===== config.mk =====
export PLATFORM = sky130hd
export DESIGN_NAME = joystick_axis_calibrate_normalize
export DESIGN_NICKNAME = d
export VERILOG_FILES = /design/src/rtl/core/jacn_pkg.sv /design/src/rtl/core/jacn_fifo.sv /design/src/rtl/core/jacn_front.sv /design/src/rtl/core/jacn_div.sv /design/src/rtl/core/jacn_back.sv /design/src/rtl/core/joystick_axis_calibrate_normalize.sv
export SDC_FILE = /design/constraint.sdc
export NUM_CORES = 1
export LEC_CHECK = 0
export BUFFER_PORTS_ARGS = -buffer_cell sky130_fd_sc_hd__buf_2
export CORE_ASPECT_RATIO = 0.8
export CORE_MARGIN = 4
export CORE_UTILIZATION = 45
export DETAILED_ROUTE_END_ITERATION = 12
export PLACE_DENSITY_LB_ADDON = 0.12
export SYNTH_ARGS = -nofsm -noshare
export SYNTH_HDL_FRONTEND = slang
export SYNTH_SLANG_ARGS = --single-unit

===== constraint.sdc =====
create_clock -name clk_i -period 5.02 [get_ports clk_i]
set_input_delay 0.251 -clock clk_i [delete_from_list [all_inputs] [get_ports clk_i]]
set_output_delay 0.251 -clock clk_i [all_outputs]
set_load 0.03 [all_outputs]

===== src/rtl/core/jacn_pkg.sv =====
// Package with the shared types and constants of the joystick axis calibration block.
`default_nettype none

package jacn_pkg;

  // Sample and result widths.
  localparam int SampleBits = 12;
  localparam int PctBits    = 7;
  localparam int ProdBits   = SampleBits + PctBits;
  localparam int QuotSteps  = PctBits;
  localparam int StepBits   = 3;
  localparam int DshBits    = SampleBits + QuotSteps - 1;

  localparam logic [PctBits-1:0] PercentFull = 7'd100;

  // Calibration values after reset.
  localparam logic [SampleBits-1:0] XLowestReset  = 12'd842;
  localparam logic [SampleBits-1:0] XHighestReset = 12'd3223;
  localparam logic [SampleBits-1:0] YLowestReset  = 12'd853;
  localparam logic [SampleBits-1:0] YHighestReset = 12'd2840;

  // Depth of the queue between front and back.
  localparam int FifoDepth   = 2;
  localparam int FifoPtrBits = 1;
  localparam int FifoCntBits = 2;

  // One input request.
  typedef struct packed {
    logic                  mode;
    logic [SampleBits-1:0] x_raw;
    logic [SampleBits-1:0] y_raw;
    logic                  button_level;
  } in_item_t;

  // One result.
  typedef struct packed {
    logic [PctBits-1:0] x_percent;
    logic [PctBits-1:0] y_percent;
    logic               press_event;
    logic               button_pressed;
  } out_item_t;

  // How the back end has to treat one axis.
  typedef enum logic [1:0] {
    AXIS_ZERO,
    AXIS_FULL,
    AXIS_DIV
  } axis_kind_e;

  typedef struct packed {
    axis_kind_e            kind;
    logic [SampleBits-1:0] num;
    logic [SampleBits-1:0] den;
  } axis_op_t;

  // Classified work handed from front to back.
  typedef struct packed {
    axis_op_t x;
    axis_op_t y;
    logic     press_event;
    logic     button_pressed;
  } work_t;

  typedef enum logic {
    BACK_IDLE,
    BACK_RUN
  } back_state_e;

endpackage

`default_nettype wire


===== src/rtl/core/jacn_fifo.sv =====
// Two-entry queue that carries classified work from the front to the back.
`default_nettype none

module jacn_fifo (
  input  wire                  clk_i,
  input  wire                  rst_ni,
  input  wire                  push_i,
  input  wire jacn_pkg::work_t data_i,
  output logic                 full_o,
  input  wire                  pop_i,
  output jacn_pkg::work_t      data_o,
  output logic                 empty_o
);
  import jacn_pkg::*;

  work_t                  mem_q [FifoDepth];
  logic [FifoPtrBits-1:0] wr_ptr_q, rd_ptr_q;
  logic [FifoCntBits-1:0] cnt_q;
  logic                   do_push, do_pop;

  assign full_o  = (cnt_q == FifoCntBits'(FifoDepth));
  assign empty_o = (cnt_q == '0);
  assign do_push = push_i && !full_o;
  assign do_pop  = pop_i && !empty_o;
  assign data_o  = mem_q[rd_ptr_q];

  // Pointers and fill count.
  always_ff @(posedge clk_i or negedge rst_ni) begin
    if (!rst_ni) begin
      wr_ptr_q <= '0;
      rd_ptr_q <= '0;
      cnt_q    <= '0;
    end else begin
      if (do_push) begin
        wr_ptr_q <= wr_ptr_q + 1'b1;
      end
      if (do_pop) begin
        rd_ptr_q <= rd_ptr_q + 1'b1;
      end
      if (do_push && !do_pop) begin
        cnt_q <= cnt_q + 1'b1;
      end else if (do_pop && !do_push) begin
        cnt_q <= cnt_q - 1'b1;
      end
    end
  end

  // Storage.
  always_ff @(posedge clk_i) begin
    if (do_push) begin
      mem_q[wr_ptr_q] <= data_i;
    end
  end

endmodule

`default_nettype wire


===== src/rtl/core/jacn_front.sv =====
// Front end: accepts requests, widens the calibration range and classifies each axis.
`default_nettype none

module jacn_front (
  input  wire                     clk_i,
  input  wire                     rst_ni,
  input  wire                     cfg_valid_i,
  input  wire                     cfg_data_i,
  input  wire                     push_i,
  input  wire jacn_pkg::in_item_t in_item_i,
  input  wire                     q_full_i,
  output logic                    q_push_o,
  output jacn_pkg::work_t         q_data_o
);
  import jacn_pkg::*;

  logic [SampleBits-1:0] x_lo_q, x_lo_d, x_hi_q, x_hi_d;
  logic [SampleBits-1:0] y_lo_q, y_lo_d, y_hi_q, y_hi_d;
  logic                  level_q;
  logic                  prev_q;
  logic                  accept;
  logic                  pressed;

  // Sorts one axis into at or below range (or an empty range), at or above range, or a real division.
  function automatic axis_op_t classify(input logic [SampleBits-1:0] raw,
                                        input logic [SampleBits-1:0] lo,
                                        input logic [SampleBits-1:0] hi);
    axis_op_t op;
    op.kind = AXIS_DIV;
    op.num  = raw - lo;
    op.den  = hi - lo;
    if (hi <= lo || raw <= lo) begin
      op.kind = AXIS_ZERO;
    end else if (raw >= hi) begin
      op.kind = AXIS_FULL;
    end
    return op;
  endfunction

  assign accept   = push_i && !q_full_i;
  assign q_push_o = accept;
  assign pressed  = (in_item_i.button_level == level_q);

  // In calibrate mode the range takes in the new sample first.
  always_comb begin
    x_lo_d = x_lo_q;
    x_hi_d = x_hi_q;
    y_lo_d = y_lo_q;
    y_hi_d = y_hi_q;
    if (in_item_i.mode) begin
      if (in_item_i.x_raw < x_lo_q) x_lo_d = in_item_i.x_raw;
      if (in_item_i.x_raw > x_hi_q) x_hi_d = in_item_i.x_raw;
      if (in_item_i.y_raw < y_lo_q) y_lo_d = in_item_i.y_raw;
      if (in_item_i.y_raw > y_hi_q) y_hi_d = in_item_i.y_raw;
    end
  end

  // Work handed to the queue.
  always_comb begin
    q_data_o.x              = classify(in_item_i.x_raw, x_lo_d, x_hi_d);
    q_data_o.y              = classify(in_item_i.y_raw, y_lo_d, y_hi_d);
    q_data_o.press_event    = !prev_q && pressed;
    q_data_o.button_pressed = pressed;
  end

  // Calibration, button history and the pressed-level register.
  always_ff @(posedge clk_i or negedge rst_ni) begin
    if (!rst_ni) begin
      x_lo_q  <= XLowestReset;
      x_hi_q  <= XHighestReset;
      y_lo_q  <= YLowestReset;
      y_hi_q  <= YHighestReset;
      prev_q  <= 1'b0;
      level_q <= 1'b0;
    end else begin
      if (cfg_valid_i) begin
        level_q <= cfg_data_i;
      end
      if (accept) begin
        x_lo_q <= x_lo_d;
        x_hi_q <= x_hi_d;
        y_lo_q <= y_lo_d;
        y_hi_q <= y_hi_d;
        prev_q <= pressed;
      end
    end
  end

endmodule

`default_nettype wire


===== src/rtl/core/jacn_div.sv =====
// Restoring divider that turns one axis offset into a percent, one quotient bit a cycle.
`default_nettype none

module jacn_div (
  input  wire                              clk_i,
  input  wire                              rst_ni,
  input  wire                              start_i,
  input  wire jacn_pkg::axis_op_t          op_i,
  input  wire                              ack_i,
  output logic                             done_o,
  output logic [jacn_pkg::PctBits-1:0]     quot_o
);
  import jacn_pkg::*;

  logic                busy_q, done_q;
  logic [StepBits-1:0] step_q;
  logic [ProdBits-1:0] rem_q;
  logic [DshBits-1:0]  dsh_q;
  logic [PctBits-1:0]  quot_q;
  logic [ProdBits-1:0] prod;
  logic                ge;

  assign done_o = done_q;
  assign quot_o = quot_q;

  // Offset times one hundred is the dividend.
  assign prod = ProdBits'(op_i.num) * ProdBits'(PercentFull);
  assign ge   = (rem_q >= ProdBits'(dsh_q));

  // Control: busy while quotient bits remain, done until the back takes it.
  always_ff @(posedge clk_i or negedge rst_ni) begin
    if (!rst_ni) begin
      busy_q <= 1'b0;
      done_q <= 1'b0;
      step_q <= '0;
    end else if (start_i) begin
      step_q <= StepBits'(QuotSteps - 1);
      busy_q <= (op_i.kind == AXIS_DIV);
      done_q <= (op_i.kind != AXIS_DIV);
    end else if (busy_q) begin
      step_q <= step_q - 1'b1;
      if (step_q == '0) begin
        busy_q <= 1'b0;
        done_q <= 1'b1;
      end
    end else if (ack_i) begin
      done_q <= 1'b0;
    end
  end

  // Datapath: trial subtract of the shifted divisor, quotient shifts in from the right.
  always_ff @(posedge clk_i) begin
    if (start_i) begin
      rem_q <= prod;
      dsh_q <= {op_i.den, {(QuotSteps - 1){1'b0}}};
      unique case (op_i.kind)
        AXIS_FULL: quot_q <= PercentFull;
        AXIS_ZERO: quot_q <= '0;
        AXIS_DIV:  quot_q <= '0;
        default:   quot_q <= '0;
      endcase
    end else if (busy_q) begin
      if (ge) begin
        rem_q <= rem_q - ProdBits'(dsh_q);
      end
      dsh_q  <= dsh_q >> 1;
      quot_q <= {quot_q[PctBits-2:0], ge};
    end
  end

endmodule

`default_nettype wire


===== src/rtl/core/jacn_back.sv =====
// Back end: takes work from the queue, runs both axis dividers and holds the result.
`default_nettype none

module jacn_back (
  input  wire                  clk_i,
  input  wire                  rst_ni,
  input  wire                  q_empty_i,
  input  wire jacn_pkg::work_t q_data_i,
  output logic                 q_pop_o,
  input  wire                  pop_i,
  output logic                 empty_o,
  output jacn_pkg::out_item_t  out_item_o
);
  import jacn_pkg::*;

  back_state_e        state_q, state_d;
  logic               start, ack;
  logic               x_done, y_done;
  logic [PctBits-1:0] x_quot, y_quot;
  logic               event_q, pressed_q;
  logic               out_valid_q;
  out_item_t          out_q;

  jacn_div u_div_x (
    .clk_i  (clk_i),
    .rst_ni (rst_ni),
    .start_i(start),
    .op_i   (q_data_i.x),
    .ack_i  (ack),
    .done_o (x_done),
    .quot_o (x_quot)
  );

  jacn_div u_div_y (
    .clk_i  (clk_i),
    .rst_ni (rst_ni),
    .start_i(start),
    .op_i   (q_data_i.y),
    .ack_i  (ack),
    .done_o (y_done),
    .quot_o (y_quot)
  );

  assign empty_o    = !out_valid_q;
  assign out_item_o = out_q;
  assign q_pop_o    = start;

  // Next state: start on queued work, finish once both axes are done and the output is free.
  always_comb begin
    state_d = state_q;
    start   = 1'b0;
    ack     = 1'b0;
    unique case (state_q)
      BACK_IDLE: begin
        if (!q_empty_i) begin
          start   = 1'b1;
          state_d = BACK_RUN;
        end
      end
      BACK_RUN: begin
        if (x_done && y_done && (!out_valid_q || pop_i)) begin
          ack     = 1'b1;
          state_d = BACK_IDLE;
        end
      end
      default: state_d = BACK_IDLE;
    endcase
  end

  // State and output valid.
  always_ff @(posedge clk_i or negedge rst_ni) begin
    if (!rst_ni) begin
      state_q     <= BACK_IDLE;
      out_valid_q <= 1'b0;
    end else begin
      state_q <= state_d;
      if (ack) begin
        out_valid_q <= 1'b1;
      end else if (pop_i) begin
        out_valid_q <= 1'b0;
      end
    end
  end

  // Button flags ride along with the division; the result register loads at the end.
  always_ff @(posedge clk_i) begin
    if (start) begin
      event_q   <= q_data_i.press_event;
      pressed_q <= q_data_i.button_pressed;
    end
    if (ack) begin
      out_q.x_percent      <= x_quot;
      out_q.y_percent      <= y_quot;
      out_q.press_event    <= event_q;
      out_q.button_pressed <= pressed_q;
    end
  end

endmodule

`default_nettype wire


===== src/rtl/core/joystick_axis_calibrate_normalize.sv =====
// Top level of the joystick axis calibration and percent normalization block.
`default_nettype none

// Each request carries an X/Y sample pair, the button pin level and a mode. In
// calibrate mode the stored per-axis minimum and maximum widen first; in both
// modes each axis is reported as (raw - min) * 100 / (max - min), rounded down
// and clamped to 0..100, together with the button state and a press edge flag.
// The front end takes one request per cycle, unless the queue is full, into a
// two-entry queue. The back end handles one request at a time: a request
// whose two samples both lie at or beyond an end of their ranges needs no
// division, otherwise the axes go through restoring dividers that produce one
// quotient bit per cycle; that divider sets the sustained rate. One finished
// result is held on the output while the next one is being computed. The
// pressed-level register is written through the cfg channel, which is always
// ready, and should only be changed while no request is in flight.

module joystick_axis_calibrate_normalize (
  input  wire                     clk_i,
  input  wire                     rst_ni,
  input  wire                     cfg_valid_i,
  output logic                    cfg_ready_o,
  input  wire                     cfg_data_i,
  input  wire                     push,
  output logic                    full,
  input  wire jacn_pkg::in_item_t in_item_i,
  output logic                    empty,
  input  wire                     pop,
  output jacn_pkg::out_item_t     out_item_o
);
  import jacn_pkg::*;

  logic  q_push, q_full, q_pop, q_empty;
  work_t q_wdata, q_rdata;

  assign cfg_ready_o = 1'b1;
  assign full        = q_full;

  jacn_front u_front (
    .clk_i      (clk_i),
    .rst_ni     (rst_ni),
    .cfg_valid_i(cfg_valid_i),
    .cfg_data_i (cfg_data_i),
    .push_i     (push),
    .in_item_i  (in_item_i),
    .q_full_i   (q_full),
    .q_push_o   (q_push),
    .q_data_o   (q_wdata)
  );

  jacn_fifo u_fifo (
    .clk_i  (clk_i),
    .rst_ni (rst_ni),
    .push_i (q_push),
    .data_i (q_wdata),
    .full_o (q_full),
    .pop_i  (q_pop),
    .data_o (q_rdata),
    .empty_o(q_empty)
  );

  jacn_back u_back (
    .clk_i     (clk_i),
    .rst_ni    (rst_ni),
    .q_empty_i (q_empty),
    .q_data_i  (q_rdata),
    .q_pop_o   (q_pop),
    .pop_i     (pop),
    .empty_o   (empty),
    .out_item_o(out_item_o)
  );

endmodule

`default_nettype wire

---- Word-level counts from Yosys, hierarchy flattened ----
Memories as Yosys holds them, arrays and structs flattened.
Cells that the tools add are included.
storage, ports and cells
  bits in registers ....................... 172
  memory bits (writable) .................. 108
  input bits .............................. 32
  output and inout port bits .............. 19
  word-level logic and storage cells ...... 162
  memories kept ........................... 1
memory list
  memory        words  width  rd ports  clocked after memory_dff  wr ports  line             text
  u_fifo.mem_q  2      54     1         0                         1         jacn_fifo.sv:16  work_t mem_q [FifoDepth];
cells by class
  $add $sub $neg .......................... 12
  multiply operators ...................... 2
  magnitude comparators ................... 12
  equality and inequality tests ........... 10
  muxes and demuxes ....................... 57
  bitwise gates (word level) .............. 1
  reductions and logical operators ........ 34
operators with widths
  cell                     number
  $mux W19                 6
  $mux W12                 8
  $mux W18                 4
  $le A12 B12 Y1           4
  $sub A12 B12 Y12         4
  $mux W7                  6
  $ge A19 B18 Y1           2
  $sub A19 B18 Y19         2
  $mul A12 B5 Y17 const B  2
  $ge A12 B12 Y1           2
  $gt A12 B12 Y1           2
  $lt A12 B12 Y1           2
  $mux W1                  22
  $mux W2                  6
  $mux W3                  4
  $reduce_and A2 Y1        6
  $reduce_bool A2 Y1       6
  $logic_and A1 B1 Y1      8
  $eq A2 B2 Y1 const B     3
  $logic_not A1 Y1         6
  $logic_not A3 Y1         2
  $ne A3 B2 Y1 const B     2
  $reduce_bool A3 Y1       2
  $sub A3 B1 Y3 const B    2
  other kinds (10)         15

---- Depth between registers and ports, before layout ----
Gate-level depths: netlist of the first run.
  word-level depth ........................ 8
  depth in mapped cells ................... 22
  depth with buffers taken out ............ 20

---- Hierarchy ----
From an unflattened synthesis of the first run, not the netlist that was laid out.
second synthesis, totals
  cells, all modules ...................... 1940
  area, all modules ....................... 19777.7 um^2
by module, submodules not included
  module                             times used  cells an instance  area an instance (um^2)  seq. area each (um^2)
  jacn_front                         1           822                6452.4                   1280.0
  jacn_fifo                          1           187                4342.9                   3343.2
  jacn_div at u_back.u_div_y         1           456                4190.3                   1366.3
  jacn_div at u_back.u_div_x         1           445                4139.0                   1366.3
  jacn_back                          1           28                 641.9                    590.6
  joystick_axis_calibrate_normalize  1           2                  11.3                     0.0

---- Worst setup path before layout of the first run ----
Ideal clock, no wire load.
  path kind ............................... register to register
  start point ............................. reg u_front.x_hi_q[4]
  end point ............................... mem u_fifo.mem_q[0][53] in the netlist's numbering, data pin
  library setup time ...................... 260 ps
  arrival time ............................ 4575 ps
  required time ........................... 4760 ps
  setup slack ............................. 185 ps
  stages on the path, launching flop included .. 23
  path buffers ............................ 2
  path through ............................ dfstp_2 > inv_1 > ha_1 > a211o_1 > o211ai_1 > a21oi_1 > o21bai_1 > buf_2 > buf_2 > nor2_1 > a21oi_1 > ha_1 > inv_1 > fa_1 > a21o_1 > a21oi_1 > nand3_1 > o31a_1 > a22oi_1 > o41ai_4 > a221oi_2 > o21a_1 > and4b_1
RTL lines
  item                    line              text
  start, declared         jacn_front.sv:17  logic [SampleBits-1:0] x_lo_q, x_lo_d, x_hi_q, x_hi_d;
  start signal, assigned  jacn_front.sv:70  x_hi_q <= XHighestReset;
  start signal, assigned  jacn_front.sv:81  x_hi_q <= x_hi_d;
  end, declared           jacn_fifo.sv:16

==> results of run 1 <==
## worst paths after layout
path / endpoint / slack (ns) / cells after the start
min in group clk_i: u_back.out_valid_q$_DFFE_PN0P_ / 0.08 / 3
worst min-delay path: u_front.y_hi_q[7]$_DFFE_PN0P_ / 0.06 / 2
worst min register to register: u_back.out_item_o[15]$_DFFE_PP_ / 0.42 / 0
worst max-delay path: u_fifo.mem_q[0][53]$_DFFE_PP_ / 0.25 / 18
worst max register to register: u_fifo.mem_q[0][53]$_DFFE_PP_ / 0.25 / 18
max in group asynchronous: u_fifo.rd_ptr_q$_DFFE_PN0P_ / 3.88 / 3
## critical path, stage by stage, from the launching register on
cell,delay (ns)
dfstp_2,0.53
inv_1,0.05
ha_1,0.30
a211oi_1,0.24
o21ai_1,0.18
a41oi_2,0.29
or2_1,0.29
nor2_1,0.07
a21oi_1,0.28
ha_1,0.35
a21o_1,0.22
a21o_1,0.22
nor3_1,0.12
o21ai_0,0.11
a22oi_1,0.37
o41ai_4,0.13
a221oi_4,0.34
o21a_1,0.22
and4b_1,0.21
## through the flow
| stage | worst slack (ns) | setup TNS [ns] | util, % | instance area [sq um] | hold WS, ns |
|---|---|---|---|---|---|
| 2_1_floorplan | 0.185 | 0 | - | 18800 | -0.0446 |
| 3_3_place_gp | 0.260 | 0 | 48.2 | 19700 | 0.0991 |
| 3_5_place_dp | 0.187 | 0 | 48.2 | 19700 | 0.101 |
| 4_1_cts | 0.167 | 0 | 50.8 | 20800 | 0.0221 |
| 5_1_grt | -0.00654 | -0.0130 | 50.9 | 20900 | 0.0576 |
| 6_report | 0.248 | 0 | 50.9 | 20900 | 0.0612 |
## logic make-up (layout without fill, tap and decap cells)
kind of cell	count (synthesis)	count (layout)	share of synthesized area [%]
xor+xnor	93	93	4.33
mux	87	87	4.74
fa+ha+maj	256	256	17.8
flops	280	280	42.2
compound gates	420	420	14.1
buf+inv	282	355	5.69
simple gates	445	445	11.2
other cells	1	1	0.0199
## sequential cells by signal, summed over array words and instances, names as in the netlist, 2 cells and up
| name | count |
|---|---|
| u_back.u_div_x.quot_o | 7 |
| u_front.y_lo_q | 12 |
| u_fifo.mem_q | 108 |
| u_back.u_div_y.step_q | 3 |
| u_front.x_lo_q | 12 |
| u_back.u_div_x.step_q | 3 |
| u_back.u_div_y.rem_q | 19 |
| u_back.u_div_y.quot_o | 7 |
| u_back.u_div_y.dsh_q | 18 |
| u_fifo.cnt_q | 2 |
| u_front.y_hi_q | 12 |
| u_back.out_item_o | 16 |
| u_back.u_div_x.dsh_q | 18 |
| u_front.x_hi_q | 12 |
| u_back.u_div_x.rem_q | 19 |
## cells in the final DEF, fill, tap and decap left out, drive strengths merged, types with 19 or more instances in the layout
| master | instances |
|---|---|
| nand3 | 52 |
| xnor2 | 49 |
| nand2 | 147 |
| a21o | 38 |
| ha | 235 |
| edfxtp | 198 |
| mux2i | 70 |
| nor2 | 105 |
| dfstp | 23 |
| xor2 | 44 |
| nor3 | 26 |
| fa | 20 |
| a21oi | 105 |
| inv | 223 |
| o22ai | 20 |
| dfrtp | 43 |
| o21ai | 133 |
| clkbuf | 39 |
| nand4 | 19 |
| nand2b | 26 |
| buf | 71 |
## layer usage
metal,vias to the layer above,share of wire [%],GRT usage [%]
li1,6794,-,-
met2,211,42,27.6
met5,-,0,0
met1,6280,53,28.0
met3,45,3.6,2.47
met4,0,1.9,3.61
## area by class of cell
type | count | share of cell area [%]
multi-input cells | 1302 | 47.4
flip-flops and latches | 280 | 38.1
inverters | 225 | 4.05
clock buffers | 39 | 3.96
well taps | 544 | 3.26
repair buffers | 74 | 2.18
clock inverters | 17 | 1.04
## timing repair
item | in CTS | in global routing
hold endpoints to repair | 12 | 0
endpoints found under the setup margin | 0 | 21
hold buffers | 3 | 0
resized for setup | 0 | 11
==> flow_summary.toml, run 1 <==
[global_route]
grt_max_degree = 89
grt_pass1_wl_mm = 68.2
overflow = 0
grt_pass1_vias = 13200
track_usage_pct = 18.2
antenna_found_initial = 0

[run]
cap_viol_max_count = 0

[yosys]
ys_warn_count = 0
synthTopCellsByCount = "ha_1, inv_1, edfxtp_1"
yosysTopAreaCell = "edfxtp_1"
synth-edff-count = 198
syn-cell-area_sq_um = 18800
synthCells = 1864
yosysUniqueCellTypes = 83
netlist.area_leader.share_pct = 31.6
synth_area_leaders = "edfxtp_1, ha_1, dfrtp_1, inv_1, mux2i_1"
syn_avg_cell_area_sq_um = 10.1
async_flop_share_pct = 23.6
syn_nets = 2151
synthFlopType = "edfxtp_1"
synth_most_common_cell = "ha_1"
yosysSeqAreaShare_pct = 42.2
synth-seq-cells = 280

[finish]
multi_input_area_sq_um = 9880
seq_area_sq_um = 7950
final_net_count = 2201
fill_cells = 3810
antenna_cells = 0
drive_gt1_share_pct = 9.45
syn2layout_area_growth_pct = 10.8
fin_cells = 2481

[die]
die_h_microns = 191
coreArea_sq_um = 41000
placementRows = 66
die-area_sq_um = 45200
floorplan.initialDensity_pct = 46.0
die_x_microns = 237
ios = 51

[route]
drt-vias-per-instance = 5.37
ant_nets = 0
via_count = 13300
detail_route.wl_per_cell_microns = 16.5
drtPass1Iterations = 5
routed_wl_mm = 41.0
drtIter0Drc = 741
drc = 0

[clocking]
cts_buffers = 31
cts.sinks = 280
clockRootBuffer = "clkbuf_16"
htreeDepth = 1
clk_pin_slew_worst_paths_ns = 0.06
cts_tree = "done"
insertion_delay_ns = 0.57
postCtsSetupBuffers = 0
cts_max_path_buffers = 3

[min_path]
min_path_type = "primary input to async pin"

[timing]
post-route-period-util_pct = 95.1
slew_headroom_pct = 29.3
hold_viol_final = 0
worst_pin_slew_ns = 1.06
min_period_ns = 4.77
setup_viol = 0
finalClockSkew_ns = 0.0111
fmax_mhz = 210
drv_slew = 0

[placed_design]
placement.io_buffers = 49
dpl.cell_count = 2422
dp_hpwl_mm = 31.1
gp_congestion = 0.878

[worst_setup_path]
worstPathRequired_ns = 5.33
critical_path_arrival_ns = 5.09
critPathLaunchType = "flop"
crit_fanout = 7
timing.rr.start = "u_front.x_lo_q[9]$_DFFE_PN1P_"
critPathCaptureType = "flop"
critPathKind = "flop to flop"
crit_path_start = "u_front.x_lo_q[9]$_DFFE_PN1P_"

[run_status]
outcome = "complete, no violations"
Power of run 1 is left out: the tool's default activity adds up to more than one toggle a clock period on the data nets, which glitch-free logic cannot reach.
==> inputs of run 2 (changes only) <==
==> constraint.sdc (replaced) <==
create_clock -name clk_i -period 5.02 [get_ports clk_i]
set_input_delay 0.502 -clock clk_i [delete_from_list [all_inputs] [get_ports clk_i]]
set_output_delay 0.502 -clock clk_i [all_outputs]
set_load 0.03 [all_outputs]
==> flow_summary.toml, run 2 (synthesis results as in run 1) <==
[run_status]
outcome = "complete, no violations"

[route]
routed_wl_mm = 41.2
drt-vias-per-instance = 5.34
detail_route.wl_per_cell_microns = 16.6
drc = 0
drtPass1Iterations = 5
via_count = 13300
drtIter0Drc = 628
ant_nets = 0

[worst_setup_path]
critical_path_arrival_ns = 5.09
worstReg2RegEnd = "u_fifo.mem_q[1][26]$_DFFE_PP_"
critPathMaxStageDelay_ns = 0.54
crit_fanout = 4
worstPathCellList = "inv_1, ha_1, a2111oi_1, a2111oi_2, or3_1, o21ai_1, ha_1, inv_1, fa_1, a21o_1, a21oi_1, o221ai_1, a21o_1, a21o_1, a21oi_1, nor2b_1, o211ai_1, nor3_1"
timing.rr.start = "u_front.y_lo_q[2]$_DFFE_PN1P_"
worstPathRequired_ns = 5.34
rr_worst_depth = 18
critPathKind = "flop to flop"
crit_path_frequent_cell = "a21o_1"
rrSetupSlack_ns = 0.25
critPathCaptureType = "flop"
slowest_stage = "dfstp_2"
critPathLaunchType = "flop"

[clocking]
cts_buffers = 31
clk_pin_slew_worst_paths_ns = 0.06
clockRootBuffer = "clkbuf_16"
cts.sinks = 280
cts_max_path_buffers = 3
htreeDepth = 1
cts_tree = "done"
hold_buffers = 0
insertion_delay_ns = 0.58

[placed_design]
placement.io_buffers = 49
dp_hpwl_mm = 31.0
gp_congestion = 0.859

[timing]
post-route-period-util_pct = 95.0
drv_slew = 0
slew_headroom_pct = 29.7
fmax_mhz = 210
setup_viol = 0
worst_pin_slew_ns = 1.05
finalClockSkew_ns = 0.00919
min_period_ns = 4.77
rsz0062_at_grt = "false"
hold_viol_final = 0

[run]
cap_viol_max_count = 0

[die]
floorplan.initialDensity_pct = 46.0
die-area_sq_um = 45200
die_x_microns = 237
coreArea_sq_um = 41000
ios = 51
die_h_microns = 191
placementRows = 66

[finish]
antenna_cells = 0
top_regs = "u_fifo.mem_q (108), u_back.u_div_x.rem_q (19), u_back.u_div_y.rem_q (19)"
layout_commonest_cell = "ha_1"
final_net_count = 2205
syn2layout_area_growth_pct = 10.7
post-route-util_pct = 50.9
largest_reg_flops = 108
multi_input_area_sq_um = 9870
final_cell_mix = "ha_1, inv_1, edfxtp_1, nand2_1, o21ai_0"
drive_gt1_share_pct = 9.73
regMostFlops = "u_fifo.mem_q"
seq_area_sq_um = 7950
fill_cells = 3801

[global_route]
antenna_found_initial = 0
grt_pass1_wl_mm = 67.7
track_usage_pct = 18.2
overflow = 0
grt_pass1_vias = 12900
grt_max_degree = 81

[min_path]
min_path_type = "primary input to async pin"
[run 2: cell types whose count changed in the layout (fill, tap and decap cells not counted), moves of 2 or more]
cell,previous run,this run
buf_4,22,29
clkbuf_1,6,9
clkinv_1,7,4
dlygate4sd3_1,3,0
a2111oi_0,4,2
inv_6,0,2
[run 2: how the worst max path moves through the flow]
stage                                         end  cells after the start                          start  slack (ns)
finish              u_fifo.mem_q[1][26]$_DFFE_PP_                     18  u_front.y_lo_q[2]$_DFFE_PN1P_        0.25
global route        u_fifo.mem_q[1][37]$_DFFE_PP_                     17  u_front.x_lo_q[9]$_DFFE_PN1P_       0.002
CTS                 u_fifo.mem_q[1][26]$_DFFE_PP_                     18  u_front.y_lo_q[2]$_DFFE_PN1P_        0.16
detailed placement  u_fifo.mem_q[1][26]$_DFFE_PP_                     18                   in_item_i[2]       -0.01
global placement    u_fifo.mem_q[0][26]$_DFFE_PP_                     18                   in_item_i[2]        0.09
floorplan           u_fifo.mem_q[0][53]$_DFFE_PP_                     22  u_front.x_hi_q[4]$_DFFE_PN1P_        0.18
[run 2: final cells by class]
cell class | count | share of cell area, %
Timing Repair Buffer | 78 | 2.25
Clock inverter | 16 | 0.961
Clock buffer | 41 | 3.95
Tap cell | 544 | 3.27
Inverter | 225 | 4.05
Multi-Input combinational cell | 1302 | 47.4
Sequential cell | 280 | 38.1
[run 2: critical path, delay by kind of cell, from the launching register on]
kind / cells / cell delay, ns
AOI/OAI and AO/OA: 10 / 2.48
and+or+nand+nor: 3 / 0.57
adders and majority gates: 3 / 0.80
buffers and inverters: 2 / 0.09
DFF: 1 / 0.54
[run 2: timing repair]
| item | CTS | global route |
|---|---|---|
| gates resized for setup | 0 | 9 |
| hold endpoints to repair | 0 | 0 |
| setup endpoints to repair | 0 | 22 |
| setup buffers | 0 | 0 |
[run 2: per-layer routing]
metal / vias up / global-route usage, % / part of all wire, %
met1: 6236 / 28.5 / 54
met2: 204 / 26.7 / 41
li1: 6769 / - / -
met5: - / 0 / 0
met3: 60 / 2.41 / 3.5
met4: 0 / 4.00 / 2.1
[run 2: through the flow]
stage          setup TNS, ns  cells  hold slack [ns]  worst slack [ns]  cell area, sq um
2_1_floorplan              0   1864            0.206             0.185             18800
3_3_place_gp               0   2429            0.405            0.0885             19800
3_5_place_dp         -0.0200   2429            0.407          -0.00999             19800
4_1_cts                    0   2486           0.0695             0.161             20800
5_1_grt                    0   2486            0.124           0.00249             20800
6_report                   0   2486           0.0498             0.249             20800
Power of run 2 is left out for the same reason.
==> inputs of run 3 (changes only) <==
==> constraint.sdc (replaced) <==
create_clock -name clk_i -period 5.02 [get_ports clk_i]
set_input_delay 0 -clock clk_i [delete_from_list [all_inputs] [get_ports clk_i]]
set_output_delay 0 -clock clk_i [all_outputs]
set_load 0.03 [all_outputs]
==> flow_summary.toml, run 3 (synthesis results as in run 1) <==
[global_route]
grt_pass1_vias = 13000
grt_max_degree = 87
track_usage_pct = 18.1
grt_pass1_wl_mm = 67.8
overflow = 0
antenna_found_initial = 0

[clocking]
insertion_delay_ns = 0.58
cts_buffers = 31
htreeDepth = 1
cts_tree = "done"
cts_max_path_buffers = 3
cts.sinks = 280
clockRootBuffer = "clkbuf_16"
clk_pin_slew_worst_paths_ns = 0.06

[timing]
fmax_mhz = 213
drv_slew = 0
rsz0062_at_grt = "false"
tns_ns = 0
post-route-period-util_pct = 93.6
setup_viol = 0
worst_pin_slew_ns = 1.05
slew_headroom_pct = 30.0
min_period_ns = 4.70
finalClockSkew_ns = 0.0102
hold_viol_final = 0

[placed_design]
gp_congestion = 0.864
dp_hpwl_mm = 30.9
placement.io_buffers = 49

[min_path]
holdPathEnd = "u_front.x_hi_q[0]$_DFFE_PN1P_"
worstHoldStart = "in_item_i[13]"
hold-path-cell-count = 5
min_path_type = "primary input to flop"

[worst_setup_path]
critPathKind = "flop to flop"
worstReg2RegEnd = "u_fifo.mem_q[0][53]$_DFFE_PP_"
crit_fanout = 7
rr_worst_depth = 19
rrSetupSlack_ns = 0.32
critical_path_arrival_ns = 5.02
critPathCaptureType = "flop"
worstPathRequired_ns = 5.35
critPathLaunchType = "flop"
timing.rr.start = "u_front.x_hi_q[4]$_DFFE_PN1P_"
crit_path_start = "u_front.x_hi_q[4]$_DFFE_PN1P_"

[route]
drc = 0
detail_route.wl_per_cell_microns = 16.4
drt-vias-per-instance = 5.34
via_count = 13400
ant_nets = 0
routed_wl_mm = 41.2
drtPass1Iterations = 6
drtIter0Drc = 922

[finish]
top_regs = "u_fifo.mem_q (108), u_back.u_div_x.rem_q (19), u_back.u_div_y.rem_q (19)"
layout_commonest_cell = "ha_1"
final_net_count = 2225
regMostFlops = "u_fifo.mem_q"
antenna_cells = 0
syn2layout_area_growth_pct = 11.7
final_cell_mix = "ha_1, inv_1, edfxtp_1, nand2_1, o21ai_0"
fill_cells = 3746
largest_reg_flops = 108
drive_gt1_share_pct = 9.73

[run_status]
outcome = "complete, no violations"

[die]
die-area_sq_um = 45200
ios = 51
placementRows = 66
die_h_microns = 191
die_x_microns = 237
coreArea_sq_um = 41000
floorplan.initialDensity_pct = 46.0

[run]
cap_viol_max_count = 0
==> run 3: cell count changes in the layout (fill, tap and decap cells not counted), sizes merged <==
cell         before  now
dlygate4sd3       0   29
clkinvlp          3    4
clkinv            9   17
clkbuf           41   34
inv             225  227
bufinv            4    1
buf              78   69
==> run 3: area by class of cell <==
| class | instances | area (sq um) | area share [%] |
|---|---|---|---|
| multi-input combinational | 1302 | 9890 | 47.0 |
| sequential | 280 | 7950 | 37.8 |
| inverter | 225 | 845 | 4.02 |
| clock buffer | 34 | 797 | 3.79 |
| timing repair buffer | 98 | 688 | 3.27 |
| tap | 544 | 681 | 3.24 |
| clock inverter | 24 | 176 | 0.839 |
==> run 3: worst max-delay path by stage <==
stage                                          endpoint  slack, ns  cells after the start
after floorplan           u_fifo.mem_q[0][53]$_DFFE_PP_       0.18                     22
after global placement    u_fifo.mem_q[0][53]$_DFFE_PP_       0.35                     19
after detailed placement  u_fifo.mem_q[0][53]$_DFFE_PP_       0.25                     19
after CTS                 u_fifo.mem_q[0][53]$_DFFE_PP_       0.23                     19
after global routing      u_fifo.mem_q[0][26]$_DFFE_PP_      0.003                     17
final                     u_fifo.mem_q[0][53]$_DFFE_PP_       0.32                     19
==> run 3: what timing repair did <==
action,CTS,global route
setup endpoints to repair,0,20
hold buffers,29,0
setup buffers,0,0
endpoints found under the hold margin,93,0
resized for setup,0,12
==> run 3: layer usage <==
layer	track usage, %	up-vias	routed length [microns]	part of all wire, %
met4	3.43	0	724	1.8
met1	28.3	6334	21900	53
met5	0	-	0	0
met3	2.24	45	1380	3.3
met2	27.3	189	17200	42
li1	-	6819	-	-
==> run 3: critical path: stages, from the launching register on <==
cell	delay, ns
dfstp_2	0.58
inv_1	0.14
ha_1	0.21
a211o_1	0.28
o211ai_1	0.09
a21oi_1	0.13
o21bai_2	0.29
buf_4	0.20
mux2i_2	0.26
inv_1	0.09
ha_1	0.35
a21o_1	0.21
a21o_1	0.22
nor3_1	0.12
o21ai_0	0.13
a22oi_2	0.24
o41ai_4	0.11
a221oi_4	0.34
o21a_1	0.22
and4b_1	0.21
==> run 3: metrics by stage <==
step	std cells	util (%)	area, sq um	setup WS, ns	hold WS, ns
6_report	2507	51.3	21000	0.323	0.0589
5_1_grt	2507	51.3	21000	0.00302	0.0693
4_1_cts	2507	51.2	21000	0.234	0.00954
3_5_place_dp	2420	48.1	19700	0.248	0.201
3_3_place_gp	2420	48.1	19700	0.348	0.188
2_1_floorplan	1864	-	18800	0.185	-0.296
Power of run 3 is left out for the same reason.
